### config.mk
export PLATFORM = sky130hd
export DESIGN_NAME = point_in_figures_hit_test_core_flat
export DESIGN_NICKNAME = d
export VERILOG_FILES = /design/src/design/phit_pkg.sv /design/src/design/phit_if.sv /design/src/design/phit_table.sv /design/src/design/point_in_figures_hit_test_core.sv /design/src/flat_wrapper.sv
export SDC_FILE = /design/constraint.sdc
export NUM_CORES = 2
export LEC_CHECK = 0
export ABC_AREA = 1
export BUFFER_PORTS_ARGS = -buffer_cell sky130_fd_sc_hd__clkbuf_2
export CAP_MARGIN = 20
export CELL_PAD_IN_SITES_DETAIL_PLACEMENT = 0
export CELL_PAD_IN_SITES_GLOBAL_PLACEMENT = 1
export CORE_AREA = 2 2 475 477
export CTS_BUF_LIST = sky130_fd_sc_hd__clkbuf_8
export DETAILED_ROUTE_END_ITERATION = 8
export DIE_AREA = 0 0 477 479
export PLACE_DENSITY = 0.79
export SYNTH_ARGS = -nofsm -noshare
export SYNTH_HDL_FRONTEND = slang
export SYNTH_HIERARCHICAL = 1
export SYNTH_SLANG_ARGS = --single-unit
### constraint.sdc
create_clock -name clk -period 6.49 [get_ports clk]
set_input_delay 0.3245 -clock clk [delete_from_list [all_inputs] [get_ports clk]]
set_output_delay 0.3245 -clock clk [all_outputs]
set_load 0.005 [all_outputs]
### src/design/phit_pkg.sv
`default_nettype none

package phit_pkg;

	localparam int MAX_FIGURES = 16;
	localparam int COORD_BITS  = 24;
	localparam int FIG_IDX_W   = (MAX_FIGURES > 1) ? $clog2(MAX_FIGURES) : 1;
	localparam int FIG_CNT_W   = $clog2(MAX_FIGURES + 1);
	localparam int POINT_W     = 16;
	localparam int FIG_NUM_W   = 5;
	localparam int PROD_W      = 2 * COORD_BITS;

	localparam logic KIND_ADD   = 1'b0;
	localparam logic KIND_QUERY = 1'b1;

	localparam logic [POINT_W-1:0] POINT_MAX = {POINT_W{1'b1}};

	typedef struct packed {
		logic                         kind;
		logic                         is_circle;
		logic signed [COORD_BITS-1:0] coord_a;
		logic signed [COORD_BITS-1:0] coord_b;
		logic signed [COORD_BITS-1:0] coord_c;
		logic signed [COORD_BITS-1:0] coord_d;
	} req_t;

	typedef struct packed {
		logic [POINT_W-1:0]   point_number;
		logic [FIG_NUM_W-1:0] figure_number;
		logic                 contained;
		logic                 last;
	} rsp_t;

	typedef struct packed {
		logic                         is_circle;
		logic signed [COORD_BITS-1:0] x_first;
		logic signed [COORD_BITS-1:0] y_first;
		logic signed [COORD_BITS-1:0] x_second;
		logic signed [COORD_BITS-1:0] y_second;
	} figure_t;

	typedef enum logic [2:0] {
		ST_IDLE,
		ST_EVAL,
		ST_C_DY,
		ST_C_R,
		ST_C_SUM,
		ST_C_CMP,
		ST_NEXT,
		ST_DONE
	} state_t;

	function automatic logic [COORD_BITS-1:0] abs_diff(
		input logic signed [COORD_BITS-1:0] a,
		input logic signed [COORD_BITS-1:0] b
	);
		logic [COORD_BITS:0] d;
		d = {a[COORD_BITS-1], a} - {b[COORD_BITS-1], b};
		if (d[COORD_BITS]) begin
			d = ~d + 1'b1;
		end
		return d[COORD_BITS-1:0];
	endfunction

endpackage

`default_nettype wire

### src/design/phit_if.sv
`default_nettype none

interface phit_in_if import phit_pkg::*; ();
	logic valid;
	logic ready;
	req_t data;

	modport source (output valid, output data, input ready);
	modport sink (input valid, input data, output ready);
endinterface

interface phit_out_if import phit_pkg::*; ();
	logic valid;
	logic ready;
	rsp_t data;

	modport source (output valid, output data, input ready);
	modport sink (input valid, input data, output ready);
endinterface

`default_nettype wire

### src/design/phit_table.sv
`default_nettype none

module phit_table import phit_pkg::*; (
	input  wire logic                 clk,
	input  wire logic                 wr_en,
	input  wire logic [FIG_IDX_W-1:0] wr_idx,
	input  wire figure_t              wr_entry,
	input  wire logic [FIG_IDX_W-1:0] rd_idx,
	output figure_t                   rd_entry
);

	figure_t entries_q [MAX_FIGURES];
	figure_t rd_q;

	always_ff @(posedge clk) begin
		if (wr_en) begin
			entries_q[wr_idx] <= wr_entry;
		end
		rd_q <= entries_q[rd_idx];
	end

	assign rd_entry = rd_q;

endmodule

`default_nettype wire

### src/design/point_in_figures_hit_test_core.sv
// Channel  Direction  Payload                                         Role
// req      in         kind, is_circle, coord_a .. coord_d             add figure or query point
// rsp      out        point_number, figure_number, contained, last    one hit, or one miss
//
// An add request is taken in ST_IDLE. A query then walks each figure: a rectangle
// passes EVAL and NEXT, a circle EVAL, C_DY, C_R, C_SUM, C_CMP and NEXT, where the
// single shared squarer is used three times, and the DONE state closes the result run.
// A held result stalls the figure walk until the sink takes it; req is not ready
// while a query is in progress. Reset clears the figure count and the point counter.
`default_nettype none

module point_in_figures_hit_test_core import phit_pkg::*; (
	input wire logic clk,
	input wire logic arst_n,
	phit_in_if.sink    req,
	phit_out_if.source rsp
);

	state_t state_q, state_d;

	logic [FIG_CNT_W-1:0]  total_q;
	logic [FIG_IDX_W-1:0]  idx_q;
	logic [FIG_IDX_W-1:0]  idx_d;
	logic [POINT_W-1:0]    qnum_q;
	logic                  pend_valid_q;
	logic [FIG_NUM_W-1:0]  pend_num_q;
	logic                  out_valid_q;
	rsp_t                  out_data_q;

	logic signed [COORD_BITS-1:0] px_q, py_q;
	logic [COORD_BITS-1:0]        op_q;
	logic [PROD_W-1:0]            prod_q;
	logic [PROD_W:0]              sum_q;
	logic                         hit_q;

	logic              accept, accept_add, accept_query, table_wr;
	logic              out_free, last_fig, stall, push;
	rsp_t              push_data;
	figure_t           fig, new_fig;
	logic [PROD_W-1:0] prod_d;
	logic              rect_hit;

	assign new_fig = '{
		is_circle: req.data.is_circle,
		x_first:   req.data.coord_a,
		y_first:   req.data.coord_b,
		x_second:  req.data.coord_c,
		y_second:  req.data.coord_d
	};

	phit_table u_table (
		.clk      (clk),
		.wr_en    (table_wr),
		.wr_idx   (total_q[FIG_IDX_W-1:0]),
		.wr_entry (new_fig),
		.rd_idx   (idx_d),
		.rd_entry (fig)
	);

	assign prod_d   = op_q * op_q;
	assign rect_hit = (px_q > fig.x_first) && (px_q < fig.x_second) &&
		(py_q < fig.y_first) && (py_q > fig.y_second);
	assign last_fig = (FIG_CNT_W'(idx_q) + 1'b1) == total_q;
	assign out_free = !out_valid_q || rsp.ready;

	// Outputs of the sequencer.
	always_comb begin
		req.ready    = (state_q == ST_IDLE);
		accept       = req.valid && req.ready;
		accept_add   = accept && (req.data.kind == KIND_ADD);
		accept_query = accept && (req.data.kind == KIND_QUERY);
		table_wr     = accept_add && (total_q < FIG_CNT_W'(MAX_FIGURES));
		stall        = 1'b0;
		push         = 1'b0;
		push_data    = '{point_number: qnum_q, figure_number: pend_num_q,
			contained: 1'b1, last: 1'b0};
		unique case (state_q)
			ST_NEXT: begin
				if (hit_q && pend_valid_q) begin
					stall = !out_free;
					push  = out_free;
				end
			end
			ST_DONE: begin
				stall = !out_free;
				push  = out_free;
				if (pend_valid_q) begin
					push_data.last = 1'b1;
				end else begin
					push_data = '{point_number: qnum_q, figure_number: '0,
						contained: 1'b0, last: 1'b1};
				end
			end
			default: begin
			end
		endcase
		idx_d = idx_q;
		if (accept_query) begin
			idx_d = '0;
		end else if (state_q == ST_NEXT && !stall) begin
			idx_d = idx_q + 1'b1;
		end
	end

	// Next state.
	always_comb begin
		state_d = state_q;
		unique case (state_q)
			ST_IDLE: begin
				if (accept_query) begin
					state_d = (total_q == '0) ? ST_DONE : ST_EVAL;
				end
			end
			ST_EVAL:  state_d = fig.is_circle ? ST_C_DY : ST_NEXT;
			ST_C_DY:  state_d = ST_C_R;
			ST_C_R:   state_d = ST_C_SUM;
			ST_C_SUM: state_d = ST_C_CMP;
			ST_C_CMP: state_d = ST_NEXT;
			ST_NEXT: begin
				if (!stall) begin
					state_d = last_fig ? ST_DONE : ST_EVAL;
				end
			end
			ST_DONE: begin
				if (!stall) begin
					state_d = ST_IDLE;
				end
			end
			default: state_d = ST_IDLE;
		endcase
	end

	always_ff @(posedge clk or negedge arst_n) begin
		if (!arst_n) begin
			state_q      <= ST_IDLE;
			total_q      <= '0;
			idx_q        <= '0;
			qnum_q       <= '0;
			pend_valid_q <= 1'b0;
			out_valid_q  <= 1'b0;
		end else begin
			state_q <= state_d;
			idx_q   <= idx_d;
			if (table_wr) begin
				total_q <= total_q + 1'b1;
			end
			if (accept_query) begin
				pend_valid_q <= 1'b0;
				qnum_q       <= (qnum_q == POINT_MAX) ? POINT_W'(1) : qnum_q + 1'b1;
			end
			if (state_q == ST_NEXT && !stall) begin
				if (hit_q) begin
					pend_valid_q <= 1'b1;
				end
			end
			if (push) begin
				out_valid_q <= 1'b1;
			end else if (rsp.ready) begin
				out_valid_q <= 1'b0;
			end
		end
	end

	always_ff @(posedge clk) begin
		if (accept_query) begin
			px_q <= req.data.coord_a;
			py_q <= req.data.coord_b;
		end
		if (push) begin
			out_data_q <= push_data;
		end
		if (state_q == ST_NEXT && !stall && hit_q) begin
			pend_num_q <= FIG_NUM_W'(FIG_CNT_W'(idx_q) + 1'b1);
		end
		case (state_q)
			ST_EVAL: begin
				hit_q <= rect_hit;
				op_q  <= abs_diff(px_q, fig.x_first);
			end
			ST_C_DY: begin
				prod_q <= prod_d;
				op_q   <= abs_diff(py_q, fig.y_first);
			end
			ST_C_R: begin
				sum_q  <= {1'b0, prod_q};
				prod_q <= prod_d;
				op_q   <= abs_diff(fig.x_second, '0);
			end
			ST_C_SUM: begin
				sum_q  <= sum_q + {1'b0, prod_q};
				prod_q <= prod_d;
			end
			ST_C_CMP: begin
				hit_q <= sum_q < {1'b0, prod_q};
			end
			default: begin
			end
		endcase
	end

	assign rsp.valid = out_valid_q;
	assign rsp.data  = out_data_q;

endmodule

`default_nettype wire
### src/flat_wrapper.sv
// flat-port wrapper written by rule: the top's interface ports become plain ports
module point_in_figures_hit_test_core_flat import phit_pkg::*;
  (clk, arst_n, req_valid, req_data, req_ready, rsp_valid, rsp_data, rsp_ready);
  phit_in_if req_i ();
  phit_out_if rsp_i ();
  input wire logic clk;
  input wire logic arst_n;
  input wire logic [$bits(req_i.valid)-1:0] req_valid;
  input wire logic [$bits(req_i.data)-1:0] req_data;
  output wire logic [$bits(req_i.ready)-1:0] req_ready;
  output wire logic [$bits(rsp_i.valid)-1:0] rsp_valid;
  output wire logic [$bits(rsp_i.data)-1:0] rsp_data;
  input wire logic [$bits(rsp_i.ready)-1:0] rsp_ready;
  assign req_i.valid = req_valid;
  assign req_i.data = req_data;
  assign req_ready = req_i.ready;
  assign rsp_valid = rsp_i.valid;
  assign rsp_data = rsp_i.data;
  assign rsp_i.ready = rsp_ready;
  point_in_figures_hit_test_core u_core (.clk(clk), .arst_n(arst_n), .req(req_i), .rsp(rsp_i));
endmodule
# ---- Yosys cells after proc, flatten, opt, wreduce, memory -nomap -nowiden
# Memory sizes are Yosys's and may differ from the RTL's. A register that Yosys moved wholly into a read port is not among the register bits.
# Cells that the tools add are included.
dict set report word_totals {
  regBits 228
  ramBits 1552
  in_bits 102
  output_inout_bits 25
  mem_count 1
}
# name depth width read_ports rd_clocked_by_memory_dff wr line
set memory_table {}
lappend memory_table {u_core.u_table.entries_q 16 97 1 1 1 phit_table.sv:12} ;# figure_t entries_q [MAX_FIGURES];
dict set report op_classes {
  n_addsub 10
  n_mul 1
  order_cmp 6
  eq_ne 12
  mux 29
  bitwise 4
  reduce_logical 22
}
# operator count
set ops {}
lappend ops {{$pmux W49 S2} 1}
lappend ops {{$add A24 B1 Y24 const B} 3}
lappend ops {{$mux W24} 3}
lappend ops {{$not A24 Y24} 3}
lappend ops {{$pmux W24 S3} 1}
lappend ops {{$sub A24 B24 Y25} 2}
lappend ops {{$add A49 B48 Y49} 1}
lappend ops {{$lt A49 B48 Y1} 1}
lappend ops {{$gt A24 B24 Y1} 2}
lappend ops {{$lt A24 B24 Y1} 2}
lappend ops {{$mul A24 B24 Y48} 1}
lappend ops {{$pmux W3 S8} 1}
lappend ops {{$mux W3} 6}
lappend ops {{$add A16 B1 Y16 const B} 1}
lappend ops {{$eq A16 B16 Y1 const B} 1}
lappend ops {{$mux W16} 1}
lappend ops {{$eq A3 B3 Y1 const B} 4}
lappend ops {{$logic_and A1 B1 Y1} 10}
lappend ops {{$mux W1} 9}
lappend ops {{$mux W4} 2}
lappend ops {{$mux W7} 1}
lappend ops {{$eq A3 B2 Y1 const B} 2}
lappend ops {{$mux W6} 1}
lappend ops {{$pmux W1 S2} 3}
lappend ops {{other kinds (17)} 22}

# ---- Depth between registers and ports, before layout
dict set report logic_depth {
  depth_word 9
  mapped_depth 30
}

# ---- Cells and area by module
# The synthesis kept the hierarchy.
# mod n_inst cells_each area_each_um2 seq_area_each_um2
set modules_own_cells {}
lappend modules_own_cells {phit_table 1 6366 68036.5 48546.6}
lappend modules_own_cells {point_in_figures_hit_test_core 1 4786 36397.4 6666.4}

# ---- Least setup slack after synthesis
# No wires, ideal clock.
dict set report synth_path {
  path_type {register to register}
  from {register u_core.op_q[14]}
  to {register u_core.prod_q[46] (data pin)}
  arrival_ns 6.154
  required_time_ns 6.228
  slack_ns 0.074
  path_stages_with_launch 26
  path_cell_list {edfxtp_1 > clkbuf_1 > nand2_1 > fa_1 > inv_1 > fa_1 > inv_1 > fa_1 > inv_1 > fa_1 > inv_1 > fa_1 > inv_1 > fa_1 > inv_1 > fa_1 > inv_1 > ha_1 > nand2_1 > o21ai_0 > a21oi_1 > o21ai_0 > a31oi_1 > o21ai_0 > a21oi_1 > xor2_1}
}
dict set report synth_between {
  elab_chain_cells 1
}
# element line
set synth_rtl {}
lappend synth_rtl {{from (decl)} point_in_figures_hit_test_core.sv:31} ;# logic [COORD_BITS-1:0] op_q;
lappend synth_rtl {{from (signal assigned)} point_in_figures_hit_test_core.sv:178} ;# op_q <= abs_diff(px_q, fig.x_first);
lappend synth_rtl {{from (signal assigned)} point_in_figures_hit_test_core.sv:182} ;# op_q <= abs_diff(py_q, fig.y_first);
lappend synth_rtl {{from (signal assigned)} point_in_figures_hit_test_core.sv:187} ;# op_q <= abs_diff(fig.x_second, '0);
lappend synth_rtl {{$mul A24 B24 Y48} point_in_figures_hit_test_core.sv:60} ;# assign prod_d = op_q * op_q;
lappend synth_rtl {{named net u_core.prod_d[46]} point_in_figures_hit_test_core.sv:40} ;# logic [PROD_W-1:0] prod_d;
lappend synth_rtl {{to (signal assigned)} point_in_figures_hit_test_core.sv:181} ;# prod_q <= prod_d;
lappend synth_rtl {{to (signal assigned)} point_in_figures_hit_test_core.sv:186} ;# prod_q <= prod_d;
lappend synth_rtl {{to (signal assigned)} point_in_figures_hit_test_core.sv:191} ;# prod_q <= prod_d;
lappend synth_rtl {{to (decl)} point_in_figures_hit_test_core.sv:32} ;# logic [PROD_W-1:0] prod_q;
# The timed path passes the listed nets, and every way through them passes these cells.
# A chain may end at the register's enable or synchronous reset.

# ---- Final worst setup path
dict set report layout_path {
  from {register u_core.op_q[10]}
  to {register u_core.prod_q[41] (data pin)}
}
# The elaborated chain is that of the path after synthesis.

==> run metrics <==
status complete, no violations; fin area approximately 120000 sq um; Slew @ Worst Pin 1257 ps; TritonCTS clock tree built; Worst Setup EP u_core/prod_q[41]; Worst R2R End u_core/prod_q[41]; minimum clock period 6354 ps; WL final 292.6 mm; top cells by area, synth edfxtp_1 (50%), nand2_1 (11%), inv_1 (8.7%); fmax 157.4 MHz; share of the synthesized area in the top cell type 50.29%; Ys Warns 6; antenna violations before repair 22; GPL Wtd Cong between 0.9 and 1; Row Count approximately 170; reg2reg setup slack about 140 ps; worst hold path type in -> reg; Worst Skew 119.6 ps; Cell Area, Synth 104400 sq um; die area roughly 230000 sq um; CP endpoint kind register; Detail Placement HPWL 179.8 mm; CTS Buf Count 331; Worst Path Class, Setup reg -> reg; H-tree depth 5; 1st-iter DRT viols between 6000 and 7000; Hold Fails Final Rpt 0; RSZ-0062 raised after global routing yes; Filler Cell Count around 20000; cell taking the most area after synthesis edfxtp_1; first-pass GRT wire length approximately 440 mm; cell area after placement 110400 sq um; ys flop type edfxtp_1; Clock Pin Slew Worst Setup and Hold Paths 60 ps; Detail Route Antenna Nets 0; layout cells sized above 1 9.792%; latest clock arrival within the worst-skew pair 1100 ps; TNS Setup 0 ps; Root Buffer clkbuf_8; Synth Area per Inst 9.365 sq um; area grow syn2layout 13.46%; synthesized instance count between 10000 and 15000; fin worst setup slack 136.2 ps; Reg-to-Reg Start u_core/op_q[10]; Rel. slew slack 16.18%; core box area 223600 sq um; Initial Utilization 46.71%; largest net degree at the start of global routing 161; total grt overflow 0; number of max-slew violations in the final report 0; Die Y 479 microns; crit start category register; Max-Cap Viols 0; number of detailed-route iterations in the first pass 6; Avg Vias per Cell 5.102; sequential-to-total area share from yosys stat between 50% and 60%; setup violators final 0; synth unique cells 67; Final period util 97.90%; synthesized flop and latch total around 1900; top cells by count, synth nand2_1 (3047), inv_1 (2423), edfxtp_1 (1749), nand3_1 (1395), fa_1 (424); # IOs approximately 130; Mapped Nets 12054; R2R depth 26; worst slack, placed -225.0 ps; vias in the first global route 75117; count leader, synth nand2_1; number of flops mapped to enable cells by yosys 1749; die width 477 microns; asr flop ratio synth about 1.6%; nets@finish 12580; critical path arrival 7170 ps; clock buffer depth 4; CP required 7300 ps; WL per Instance 19.60 microns; IO buf count between 100 and 150; CP Launch Point u_core/op_q[10]; critical-path maximum fanout 14; drt drc 0; CTS sink count ~1900; vias post-DR between 70000 and 80000; GRT Overall Usage 25.31%
-- worst min-delay path by stage --
stage,cells past startpoint,startpoint,endpoint
finish,2,req_data[9],u_core/u_table/entries_q[15][9]
global route,2,req_data[10],u_core/u_table/entries_q[13][10]
CTS,2,req_data[10],u_core/u_table/entries_q[4][10]
detailed placement,1,arst_n,u_core/qnum_q[14]
global placement,1,arst_n,u_core/qnum_q[15]
floorplan,0,arst_n,u_core/idx_q[0]
-- logic make-up after synthesis --
| family | share of synthesized area, % |
|---|---|
| AND/OR/NAND/NOR | 20.11 |
| buffers and inverters | 10.54 |
| flip-flops | 52.87 |
| adder cells (fa/ha/maj) | 12.63 |
| AO/OA/AOI/OAI | 3.016 |
| XOR/XNOR | 0.8399 |
-- per-stage QoR --
| step | hold slack [ps] | instances | utilization, % |
|---|---|---|---|
| finish | 170.7 | 14925 | 53.00 |
| global route | 164.7 | 14923 | 52.99 |
| CTS | 75.17 | 14902 | 52.65 |
| detailed placement | 449.9 | 14215 | 49.36 |
| global placement | 436.6 | 14215 | 49.36 |
| floorplan | 28.91 | 11152 | - |
-- cell usage in the layout (no fill, tap or decap), drive strengths merged, types with 103 or more instances in the layout --
master	count
nand2	3081
inv	2560
o21ai	213
nor2	331
nand3	1404
fa	424
dlygate4sd3	103
buf	361
ha	376
clkbuf	499
a21oi	251
edfxtp	1749
-- sequential cells by signal (all words and copies together), names as in the netlist --
name,cells
u_core/py_q,24
u_core/hit_q,1
u_core/prod_q,47
u_core/pend_valid_q,1
u_core/u_table/entries_q,1552
u_core/qnum_q,16
u_core/idx_q,4
u_core/rsp.data,23
u_core/op_q,24
u_core/state_q,3
u_core/total_q,5
u_core/rsp.valid,1
u_core/sum_q,49
u_core/px_q,24
u_core/pend_num_q,5
u_core/u_table/rd_entry,97
-- metal layers --
layer  vias up  global-route usage [%]  part of all wire [%]  routed length [microns]
met1     36754                   33.01                    41                   120700
met5         -                       0                 0.066                      192
met2      2445                   43.67                    50                   145100
met4        30                   8.021                   2.8                     8306
met3       491                   3.453                   6.2                    18240
li1      36421                       -                     -                        -
-- final cells by class --
cell class / count / area [sq um] / area share, %
diodes: 5 / 12.51 / 0.01056
clock buffers: 373 / 5134 / 4.332
repair buffers: 590 / 5059 / 4.269
clock inverters: 210 / 1111 / 0.9377
inverters: 2441 / 9194 / 7.759
multi-input cells: 6438 / 39030 / 32.94
flip-flops and latches: 1876 / 55210 / 46.60
well taps: 2992 / 3744 / 3.159
-- worst max-delay path, stage by stage (launching register included) --
cell and delay [ps]:
edfxtp_1 410, buf_12 180, buf_4 150, nand2_2 70, inv_1 60, fa_1 540, inv_1 60, fa_1 530
inv_1 50, fa_1 460, fa_1 560, fa_1 430, fa_1 490, inv_1 50, fa_1 470, inv_1 40
ha_1 320, buf_4 180, a21oi_4 180, o21ai_2 90, a21oi_2 120, nand2_2 80, o21bai_4 180, a21o_1 190
nand2_2 70, nand2_2 40, xor2_1 130
-- what timing repair did --
item | 4_1_cts | 5_1_grt
pin swaps | 2 | 63
setup buffers | 0 | 18
endpoints found under the setup margin | 14 | 28
gates cloned | 0 | 0
hold buffers | 104 | 0
resized for setup | 24 | 174
endpoints found under the hold margin | 1646 | 0
Power is not shown: default switching activity piles up to over one toggle a cycle in this logic, so the estimate is an artifact.
